## src/design/mtc_pkg.sv

```systemverilog
`default_nettype none

package mtc_pkg;

  localparam logic OP_ENCODE = 1'b0;
  localparam logic OP_DECODE = 1'b1;

  localparam logic [7:0] CHAR_NL     = 8'h0A;
  localparam logic [7:0] CHAR_SPACE  = 8'h20;
  localparam logic [7:0] CHAR_DASH   = 8'h2D;
  localparam logic [7:0] CHAR_DOT    = 8'h2E;
  localparam logic [7:0] CHAR_SLASH  = 8'h2F;
  localparam logic [7:0] CHAR_0      = 8'h30;
  localparam logic [7:0] CHAR_9      = 8'h39;
  localparam logic [7:0] CHAR_A      = 8'h41;
  localparam logic [7:0] CHAR_Z      = 8'h5A;
  localparam logic [7:0] CHAR_LOW_A  = 8'h61;
  localparam logic [7:0] CHAR_LOW_Z  = 8'h7A;
  localparam logic [7:0] CASE_OFFSET = 8'd32;

  localparam int         CODE_COUNT  = 36;
  localparam int         LETTERS     = 26;
  localparam logic [2:0] MAX_SYMBOLS = 3'd5;

  localparam int QUEUE_DEPTH = 2;
  localparam int QPTR_W      = $clog2(QUEUE_DEPTH);

  // One unit of back-end work: sym_len symbols, then char_a, then an optional newline.
  typedef struct packed {
    logic [4:0] sym;
    logic [2:0] sym_len;
    logic [7:0] char_a;
    logic       has_nl;
  } job_t;

  // {length, pattern}; symbol k in bit k, 1 = dash
  function automatic logic [7:0] code_entry(input logic [5:0] idx);
    logic [7:0] e;
    unique case (idx)
      6'd0:  e = {3'd2, 5'b00010};
      6'd1:  e = {3'd4, 5'b00001};
      6'd2:  e = {3'd4, 5'b00101};
      6'd3:  e = {3'd3, 5'b00001};
      6'd4:  e = {3'd1, 5'b00000};
      6'd5:  e = {3'd4, 5'b00100};
      6'd6:  e = {3'd3, 5'b00011};
      6'd7:  e = {3'd4, 5'b00000};
      6'd8:  e = {3'd2, 5'b00000};
      6'd9:  e = {3'd4, 5'b01110};
      6'd10: e = {3'd3, 5'b00101};
      6'd11: e = {3'd4, 5'b00010};
      6'd12: e = {3'd2, 5'b00011};
      6'd13: e = {3'd2, 5'b00001};
      6'd14: e = {3'd3, 5'b00111};
      6'd15: e = {3'd4, 5'b00110};
      6'd16: e = {3'd4, 5'b01011};
      6'd17: e = {3'd3, 5'b00010};
      6'd18: e = {3'd3, 5'b00000};
      6'd19: e = {3'd1, 5'b00001};
      6'd20: e = {3'd3, 5'b00100};
      6'd21: e = {3'd4, 5'b01000};
      6'd22: e = {3'd3, 5'b00110};
      6'd23: e = {3'd4, 5'b01001};
      6'd24: e = {3'd4, 5'b01101};
      6'd25: e = {3'd4, 5'b00011};
      6'd26: e = {3'd5, 5'b11111};
      6'd27: e = {3'd5, 5'b11110};
      6'd28: e = {3'd5, 5'b11100};
      6'd29: e = {3'd5, 5'b11000};
      6'd30: e = {3'd5, 5'b10000};
      6'd31: e = {3'd5, 5'b00000};
      6'd32: e = {3'd5, 5'b00001};
      6'd33: e = {3'd5, 5'b00011};
      6'd34: e = {3'd5, 5'b00111};
      6'd35: e = {3'd5, 5'b01111};
      default: e = 8'd0;
    endcase
    return e;
  endfunction

  function automatic logic [7:0] code_char(input logic [5:0] idx);
    logic [7:0] c;
    if (idx < 6'(LETTERS)) begin
      c = CHAR_A + {2'b00, idx};
    end else begin
      c = CHAR_0 + {2'b00, idx - 6'(LETTERS)};
    end
    return c;
  endfunction

  // {found, index} for an uppercase letter or a digit
  function automatic logic [6:0] char_index(input logic [7:0] c);
    logic [6:0] r;
    r = 7'd0;
    if (c >= CHAR_A && c <= CHAR_Z) begin
      r = {1'b1, 6'(c - CHAR_A)};
    end else if (c >= CHAR_0 && c <= CHAR_9) begin
      r = {1'b1, 6'(c - CHAR_0 + 8'(LETTERS))};
    end
    return r;
  endfunction

  // Parallel match against all codes; 0 when none matches.
  function automatic logic [7:0] decode_symbols(input logic [4:0] sym, input logic [2:0] len);
    logic [7:0] res;
    logic [7:0] e;
    res = 8'd0;
    for (int i = 0; i < CODE_COUNT; i++) begin
      e = code_entry(6'(i));
      if (e[7:5] == len && e[4:0] == sym) begin
        res = code_char(6'(i));
      end
    end
    return res;
  endfunction

endpackage

`default_nettype wire

```

## src/design/mtc_in_if.sv

```systemverilog
`default_nettype none

interface mtc_in_if;
  logic       valid;
  logic       ready;
  logic       operation;
  logic [7:0] char_in;

  modport source (output valid, output operation, output char_in, input ready);
  modport sink (input valid, input operation, input char_in, output ready);
endinterface

`default_nettype wire

```

## src/design/mtc_out_if.sv

```systemverilog
`default_nettype none

interface mtc_out_if;
  logic       valid;
  logic       ready;
  logic [7:0] char_out;
  logic       last_of_run;

  modport source (output valid, output char_out, output last_of_run, input ready);
  modport sink (input valid, input char_out, input last_of_run, output ready);
endinterface

`default_nettype wire

```

## src/design/morse_text_codec.sv

```systemverilog
// Morse text codec, one ASCII byte per input transfer.
// Each job goes into the job queue, then the back end's job register, then the output
// register. One input per cycle is taken while the 2-deep queue has room; the back end
// sends one byte per cycle while dout is ready: 1 to 6 per encode, 0 to 2 per decode.
// Reset (rst, synchronous): clears the decode token, the job queue and the output stage.
`default_nettype none

module morse_text_codec (
  input  wire logic  clk,
  input  wire logic  rst,
  mtc_in_if.sink     din,
  mtc_out_if.source  dout
);

  mtc_pkg::job_t push_job;
  logic          push_valid;
  logic          push_ready;
  mtc_pkg::job_t pop_job;
  logic          pop_valid;
  logic          pop_ready;

  mtc_front u_front (
    .clk        (clk),
    .rst        (rst),
    .din        (din),
    .push_job   (push_job),
    .push_valid (push_valid),
    .push_ready (push_ready)
  );

  mtc_queue u_queue (
    .clk        (clk),
    .rst        (rst),
    .push_job   (push_job),
    .push_valid (push_valid),
    .push_ready (push_ready),
    .pop_job    (pop_job),
    .pop_valid  (pop_valid),
    .pop_ready  (pop_ready)
  );

  mtc_back u_back (
    .clk       (clk),
    .rst       (rst),
    .pop_job   (pop_job),
    .pop_valid (pop_valid),
    .pop_ready (pop_ready),
    .dout      (dout)
  );

endmodule

`default_nettype wire

```

## src/design/mtc_front.sv

```systemverilog
`default_nettype none

module mtc_front (
  input  wire logic         clk,
  input  wire logic         rst,
  mtc_in_if.sink            din,
  output mtc_pkg::job_t     push_job,
  output logic              push_valid,
  input  wire logic         push_ready
);

  logic [4:0] token_symbols;
  logic [2:0] token_length;
  logic       token_invalid;
  logic       token_is_slash;

  logic [4:0] token_symbols_next;
  logic [2:0] token_length_next;
  logic       token_invalid_next;
  logic       token_is_slash_next;

  logic       accept;
  logic [7:0] upper;
  logic [6:0] enc_idx;
  logic [7:0] enc_entry;
  logic [7:0] decoded;
  logic       is_term;
  logic       has_job;

  assign din.ready = push_ready;
  assign accept    = din.valid && push_ready;
  assign is_term   = din.char_in == mtc_pkg::CHAR_SPACE || din.char_in == mtc_pkg::CHAR_NL;

  always_comb begin
    upper = din.char_in;
    if (din.char_in >= mtc_pkg::CHAR_LOW_A && din.char_in <= mtc_pkg::CHAR_LOW_Z) begin
      upper = din.char_in - mtc_pkg::CASE_OFFSET;
    end
  end

  assign enc_idx   = mtc_pkg::char_index(upper);
  assign enc_entry = mtc_pkg::code_entry(enc_idx[5:0]);

  always_comb begin
    if (token_invalid) begin
      decoded = 8'd0;
    end else if (token_is_slash || token_length == 3'd0) begin
      decoded = mtc_pkg::CHAR_SPACE;
    end else begin
      decoded = mtc_pkg::decode_symbols(token_symbols, token_length);
    end
  end

  // Classify the byte into a job for the back end
  always_comb begin
    push_job = '0;
    has_job  = 1'b1;
    if (din.operation == mtc_pkg::OP_ENCODE) begin
      push_job.char_a = mtc_pkg::CHAR_SPACE;
      if (is_term) begin
        push_job.char_a = din.char_in;
      end else if (enc_idx[6]) begin
        push_job.sym     = enc_entry[4:0];
        push_job.sym_len = enc_entry[7:5];
      end
    end else begin
      push_job.char_a = decoded;
      push_job.has_nl = din.char_in == mtc_pkg::CHAR_NL;
      has_job         = is_term;
    end
  end

  assign push_valid = din.valid && has_job;

  always_comb begin
    token_symbols_next  = token_symbols;
    token_length_next   = token_length;
    token_invalid_next  = token_invalid;
    token_is_slash_next = token_is_slash;
    if (is_term) begin
      token_symbols_next  = 5'd0;
      token_length_next   = 3'd0;
      token_invalid_next  = 1'b0;
      token_is_slash_next = 1'b0;
    end else if (!token_invalid) begin
      if (din.char_in == mtc_pkg::CHAR_DOT || din.char_in == mtc_pkg::CHAR_DASH) begin
        if (token_is_slash || token_length >= mtc_pkg::MAX_SYMBOLS) begin
          token_invalid_next = 1'b1;
        end else begin
          if (din.char_in == mtc_pkg::CHAR_DASH) begin
            token_symbols_next[token_length] = 1'b1;
          end
          token_length_next = token_length + 3'd1;
        end
      end else if (din.char_in == mtc_pkg::CHAR_SLASH && token_length == 3'd0 &&
                   !token_is_slash) begin
        token_is_slash_next = 1'b1;
      end else begin
        token_invalid_next = 1'b1;
      end
    end
  end

  always_ff @(posedge clk) begin
    if (rst) begin
      token_symbols  <= 5'd0;
      token_length   <= 3'd0;
      token_invalid  <= 1'b0;
      token_is_slash <= 1'b0;
    end else if (accept && din.operation == mtc_pkg::OP_DECODE) begin
      token_symbols  <= token_symbols_next;
      token_length   <= token_length_next;
      token_invalid  <= token_invalid_next;
      token_is_slash <= token_is_slash_next;
    end
  end

endmodule

`default_nettype wire

```

## src/design/mtc_queue.sv

```systemverilog
`default_nettype none

module mtc_queue (
  input  wire logic           clk,
  input  wire logic           rst,
  input  wire mtc_pkg::job_t  push_job,
  input  wire logic           push_valid,
  output logic                push_ready,
  output mtc_pkg::job_t       pop_job,
  output logic                pop_valid,
  input  wire logic           pop_ready
);

  mtc_pkg::job_t               entries [mtc_pkg::QUEUE_DEPTH];
  logic [mtc_pkg::QPTR_W-1:0]  wr_ptr;
  logic [mtc_pkg::QPTR_W-1:0]  rd_ptr;
  logic [mtc_pkg::QPTR_W:0]    count;
  logic                        do_push;
  logic                        do_pop;

  assign push_ready = count != (mtc_pkg::QPTR_W + 1)'(mtc_pkg::QUEUE_DEPTH);
  assign pop_valid  = count != '0;
  assign pop_job    = entries[rd_ptr];
  assign do_push    = push_valid && push_ready;
  assign do_pop     = pop_valid && pop_ready;

  always_ff @(posedge clk) begin
    if (do_push) begin
      entries[wr_ptr] <= push_job;
    end
  end

  always_ff @(posedge clk) begin
    if (rst) begin
      wr_ptr <= '0;
      rd_ptr <= '0;
      count  <= '0;
    end else begin
      if (do_push) begin
        wr_ptr <= (wr_ptr == mtc_pkg::QPTR_W'(mtc_pkg::QUEUE_DEPTH - 1)) ? '0 : wr_ptr + 1'b1;
      end
      if (do_pop) begin
        rd_ptr <= (rd_ptr == mtc_pkg::QPTR_W'(mtc_pkg::QUEUE_DEPTH - 1)) ? '0 : rd_ptr + 1'b1;
      end
      if (do_push && !do_pop) begin
        count <= count + 1'b1;
      end else if (do_pop && !do_push) begin
        count <= count - 1'b1;
      end
    end
  end

endmodule

`default_nettype wire

```

## src/design/mtc_back.sv

```systemverilog
`default_nettype none

module mtc_back (
  input  wire logic           clk,
  input  wire logic           rst,
  input  wire mtc_pkg::job_t  pop_job,
  input  wire logic           pop_valid,
  output logic                pop_ready,
  mtc_out_if.source           dout
);

  localparam logic [1:0] PH_SYM = 2'd0;
  localparam logic [1:0] PH_A   = 2'd1;
  localparam logic [1:0] PH_NL  = 2'd2;

  mtc_pkg::job_t cur;
  logic          busy;
  logic [1:0]    phase;
  logic [2:0]    idx;

  logic [1:0]    phase_next;
  logic [2:0]    idx_next;
  logic          job_done;
  logic          advance;
  logic [7:0]    char_next;
  logic          last_next;

  logic          out_valid;
  logic [7:0]    out_char;
  logic          out_last;

  assign advance   = busy && (!out_valid || dout.ready);
  assign pop_ready = !busy || (advance && job_done);

  always_comb begin
    phase_next = phase;
    idx_next   = idx;
    job_done   = 1'b0;
    char_next  = mtc_pkg::CHAR_NL;
    last_next  = 1'b1;
    unique case (phase)
      PH_SYM: begin
        char_next = cur.sym[idx] ? mtc_pkg::CHAR_DASH : mtc_pkg::CHAR_DOT;
        last_next = 1'b0;
        idx_next  = idx + 3'd1;
        if (idx_next == cur.sym_len) begin
          phase_next = PH_A;
        end
      end
      PH_A: begin
        char_next = cur.char_a;
        last_next = !cur.has_nl;
        if (cur.has_nl) begin
          phase_next = PH_NL;
        end else begin
          job_done = 1'b1;
        end
      end
      PH_NL: begin
        job_done = 1'b1;
      end
      default: begin
        job_done = 1'b1;
      end
    endcase
  end

  always_ff @(posedge clk) begin
    if (rst) begin
      busy  <= 1'b0;
      phase <= PH_A;
      idx   <= 3'd0;
    end else if (pop_ready && pop_valid) begin
      busy  <= 1'b1;
      phase <= (pop_job.sym_len == 3'd0) ? PH_A : PH_SYM;
      idx   <= 3'd0;
    end else if (advance) begin
      busy  <= !job_done;
      phase <= phase_next;
      idx   <= idx_next;
    end
  end

  always_ff @(posedge clk) begin
    if (pop_ready && pop_valid) begin
      cur <= pop_job;
    end
  end

  always_ff @(posedge clk) begin
    if (rst) begin
      out_valid <= 1'b0;
    end else if (advance) begin
      out_valid <= 1'b1;
    end else if (dout.ready) begin
      out_valid <= 1'b0;
    end
  end

  always_ff @(posedge clk) begin
    if (advance) begin
      out_char <= char_next;
      out_last <= last_next;
    end
  end

  assign dout.valid       = out_valid;
  assign dout.char_out    = out_char;
  assign dout.last_of_run = out_last;

`ifndef ASSERT_OFF
  a_sym_in_range: assert property (@(posedge clk) disable iff (rst)
    busy && phase == PH_SYM |-> idx < cur.sym_len)
    else $error("symbol index past token length");

  a_nl_only_when_asked: assert property (@(posedge clk) disable iff (rst)
    busy && phase == PH_NL |-> cur.has_nl)
    else $error("newline phase without newline job");

  a_last_frees_back: assert property (@(posedge clk) disable iff (rst)
    advance && last_next |-> pop_ready)
    else $error("final byte of a job did not free the back end");
`endif

endmodule

`default_nettype wire

```

## src/flat_wrapper.sv

```systemverilog
// flat-port wrapper written by rule: the top's interface ports become plain ports
module morse_text_codec_flat 
  (clk, rst, din_valid, din_operation, din_char_in, din_ready, dout_valid, dout_char_out, dout_last_of_run, dout_ready);
  mtc_in_if din_i ();
  mtc_out_if dout_i ();
  input  wire logic clk;
  input  wire logic rst;
  input wire logic [$bits(din_i.valid)-1:0] din_valid;
  input wire logic [$bits(din_i.operation)-1:0] din_operation;
  input wire logic [$bits(din_i.char_in)-1:0] din_char_in;
  output wire logic [$bits(din_i.ready)-1:0] din_ready;
  output wire logic [$bits(dout_i.valid)-1:0] dout_valid;
  output wire logic [$bits(dout_i.char_out)-1:0] dout_char_out;
  output wire logic [$bits(dout_i.last_of_run)-1:0] dout_last_of_run;
  input wire logic [$bits(dout_i.ready)-1:0] dout_ready;
  assign din_i.valid = din_valid;
  assign din_i.operation = din_operation;
  assign din_i.char_in = din_char_in;
  assign din_ready = din_i.ready;
  assign dout_valid = dout_i.valid;
  assign dout_char_out = dout_i.char_out;
  assign dout_last_of_run = dout_i.last_of_run;
  assign dout_i.ready = dout_ready;
  morse_text_codec u_core (.clk(clk), .rst(rst), .din(din_i), .dout(dout_i));
endmodule
```

## config.mk

```make
export PLATFORM = sky130hd
export DESIGN_NAME = morse_text_codec_flat
export DESIGN_NICKNAME = d
export VERILOG_FILES = /design/src/design/mtc_pkg.sv /design/src/design/mtc_in_if.sv /design/src/design/mtc_out_if.sv /design/src/design/morse_text_codec.sv /design/src/design/mtc_front.sv /design/src/design/mtc_queue.sv /design/src/design/mtc_back.sv /design/src/flat_wrapper.sv
export SDC_FILE = /design/constraint.sdc
export NUM_CORES = 1
export LEC_CHECK = 0
export BUFFER_PORTS_ARGS = -buffer_cell sky130_fd_sc_hd__buf_4
export CORE_MARGIN = 2
export CORE_UTILIZATION = 67
export DETAILED_ROUTE_END_ITERATION = 6
export PLACE_DENSITY = 0.87
export SETUP_SLACK_MARGIN = 0.4
export SYNTH_ARGS = -nofsm -noshare
export SYNTH_HDL_FRONTEND = slang
export SYNTH_SLANG_ARGS = --single-unit
```

## constraint.sdc

```tcl
create_clock -name clk -period 8.15 [get_ports clk]
set_clock_uncertainty 0.05 [all_clocks]
set_input_delay 1.2225 -clock clk [delete_from_list [all_inputs] [get_ports clk]]
set_output_delay 1.2225 -clock clk [all_outputs]
set_load 0.1 [all_outputs]
```

==> results.cfg <==
[logic_synthesis]
synth_ff_type = edfxtp_1
synth_mux_area_frac = 0.0479
synth_top_family_by_area = simple AND/OR/NAND/NOR gates
syn_avg_cell_area_um2 = 9.80
synthXorXnorAreaFrac = 0.0275
syn_area_um2 = 5090
synth_compound_area_frac = 0.188
async_flop_share = 0
netlist_instances = 520
yosys_warnings = 0
synth_edf_count = 60
synth_area_leader_cell = edfxtp_1
ys_seq_area_frac = 0.440
synth.distinct_cells = 77
synthAdderAreaFrac = 0.0540
synth-simple-area-share = 0.196
synth.area.top_cells = edfxtp_1, dfxtp_1, ha_1, nor2_1, mux2_2
synth_top_area_share = 0.354
synth.ff_latch_count = 82

[clock_network]
cts_hold_buf = 0
tritoncts = built
clockRootBuffer = clkbuf_8
htreeDepth = 3
cts_setup_buffers = 0
cts.clk_slew.worst_paths_ps = 80
numCtsBuffers = 9
ctsResizeCount = 0
clock-sinks = 82
clock_latency_ps = 350
clk_path_buf_depth = 2

[placement]
dp_hpwl_mm = 8.55
place_congestion = 0.944
io_buffers = 23

[critical_path]
cp.arrival_ps = 4380
path_max_fanout = 11
end_kind = flop
crit_type = in -> reg
worstSetupStartpointType = primary input
required_ps = 8240

[sta]
fin_tns_setup_ps = 0
tightest_slew_ps = 1060
clock.fmax_mhz = 233
drv_slew = 0
rsz0062_at_grt = false
timing.hold.ws_ps = 458
slew-limit-headroom = 0.284
hold_viol = 0
setup_viol = 0
min_period_ps = 4290
post-route-period-util = 0.526

[routing]
firstDrtPassIters = 5
drc = 0
routed-via-count = 4178
drtIter0Drc = 436
avgViaCountPerCell = 6.55
antenna_left = 0
routed_wl_mm = 11.8
avgRoutedWirePerCell_um = 18.6

[finish]
final_common_cell = edfxtp_1
fillers = 494
nets = 569
final_cell_mix = edfxtp_1, nor2_1, nand2_1
area_growth_syn_to_layout_pct = 7.61
antennaDiodeCount = 0
drive_gt1_frac = 0.152

[floorplanning]
pin_count = 24
die_height_um = 91.2
die_w_um = 91.2
num_rows = 31
initial_utilization = 0.699
dieArea_um2 = 8320
core_um2 = 7290

[run]
maxCapViolations = 0

[pwr]
combPwrFrac = 0.309
netSwitchingPower_mw = 0.484
power_density_nw_per_um2 = 239
vdd_ir_drop_max_mv = 0.134
p_int_mw = 0.826
leakage_nw = 1.97
switching_share = 0.370
p_seq_frac = 0.465
p_clk_frac = 0.226

[grt]
antenna_found_initial = 0
grt_usage = 0.292
overflow = 0
grt_pass1_vias = 3928
grt_pass1_wl_mm = 19.4
grt_max_degree = 21

[worst_hold_path]
hp-class = reg -> reg

[status]
status = finished, final reports clean
metal layers:
layer	wire length, µm	global-route usage
met4	270	0.0821
met1	4810	0.376
met2	5960	0.506
met3	803	0.0539
met5	0	0
critical path, stage by stage:
cell,delay [ps]
buf_4,150
inv_1,120
ha_1,250
or4b_4,510
nand2b_4,190
a31oi_4,300
o21ai_1,300
inv_1,230
ha_1,320
inv_1,100
nor3_1,250
o32ai_1,130
a41oi_1,290
synth_stat cells, types with 5 or more instances:
| library cell | instances |
|---|---|
| nand3_1 | 7 |
| xor2_1 | 9 |
| a31oi_1 | 17 |
| nor4b_1 | 5 |
| nor3_1 | 25 |
| o32ai_1 | 6 |
| nor2b_1 | 11 |
| o22ai_1 | 6 |
| nand2b_1 | 8 |
| and2_1 | 5 |
| a21oi_1 | 27 |
| mux2_2 | 17 |
| ha_1 | 22 |
| clkbuf_1 | 15 |
| nor2_1 | 59 |
| edfxtp_1 | 60 |
| inv_1 | 24 |
| dfxtp_1 | 22 |
| nor4_1 | 8 |
| nand2_1 | 40 |
| xnor2_1 | 7 |
| o21ai_0 | 18 |
| a21o_1 | 5 |
per-stage QoR:
| step | power (mW) | util | instances | setup WS (ps) | cell area [µm²] |
|---|---|---|---|---|---|
| after floorplan | 0.915 | - | 521 | 4030 | 5100 |
| after global placement | 0.991 | 0.725 | 622 | 3650 | 5280 |
| after detailed placement | 1.01 | 0.725 | 622 | 3570 | 5280 |
| after CTS | 1.31 | 0.752 | 638 | 3920 | 5480 |
| after global routing | 1.36 | 0.752 | 638 | 3620 | 5480 |
| final | 1.31 | 0.752 | 638 | 3860 | 5480 |
state kept, by name, summed over array words and instances, names as in the netlist, 2 cells and up, named ones only:
signal,flops
u_core.u_queue.count,2
u_core.u_back.dout.char_out,8
u_core.u_front.token_length,3
u_core.u_back.cur,17
u_core.u_back.phase,2
u_core.u_queue.entries,34
u_core.u_back.idx,3
u_core.u_front.token_symbols,5
power groups by stage:
| stage | logic [mW] | clock network, mW | registers [mW] |
|---|---|---|---|
| after floorplan | 0.214 | 0 | 0.700 |
| after global placement | 0.383 | 0 | 0.608 |
| after detailed placement | 0.398 | 0 | 0.616 |
| after CTS | 0.404 | 0.298 | 0.608 |
| after global routing | 0.432 | 0.313 | 0.615 |
| final | 0.405 | 0.296 | 0.609 |
final timing paths:
kind                                  start                       endpoint  slack, ps  depth (start not counted)
max reg2reg  u_core.u_front.token_length[1]   u_core.u_queue.entries[0][2]       4780                          9
max                          din_char_in[1]  u_core.u_queue.entries[0][13]       3860                         13
min                      u_core.u_back.busy       u_core.u_back.dout.valid        460                          2
min reg2reg              u_core.u_back.busy       u_core.u_back.dout.valid        460                          2
logic make-up (layout without fill, tap and decap cells):
kind of cell,Yosys count,in the layout
AO/OA/AOI/OAI,132,132
flip-flops,82,82
AND/OR/NAND/NOR,196,196
adder cells (fa/ha/maj),22,22
XOR/XNOR,16,16
multiplexers,21,21
buffers and inverters,50,68
other,1,2
layout make-up:
cell class | count | area [µm²] | area share
inverters | 25 | 93.8 | 0.0171
clock buffers | 9 | 124 | 0.0226
flip-flops and latches | 82 | 2240 | 0.409
well taps | 99 | 124 | 0.0226
clock inverters | 7 | 75.1 | 0.0137
multi-input cells | 389 | 2620 | 0.478
repair buffers | 27 | 203 | 0.0370
No activity file was read; power rests on OpenSTA's default activity.
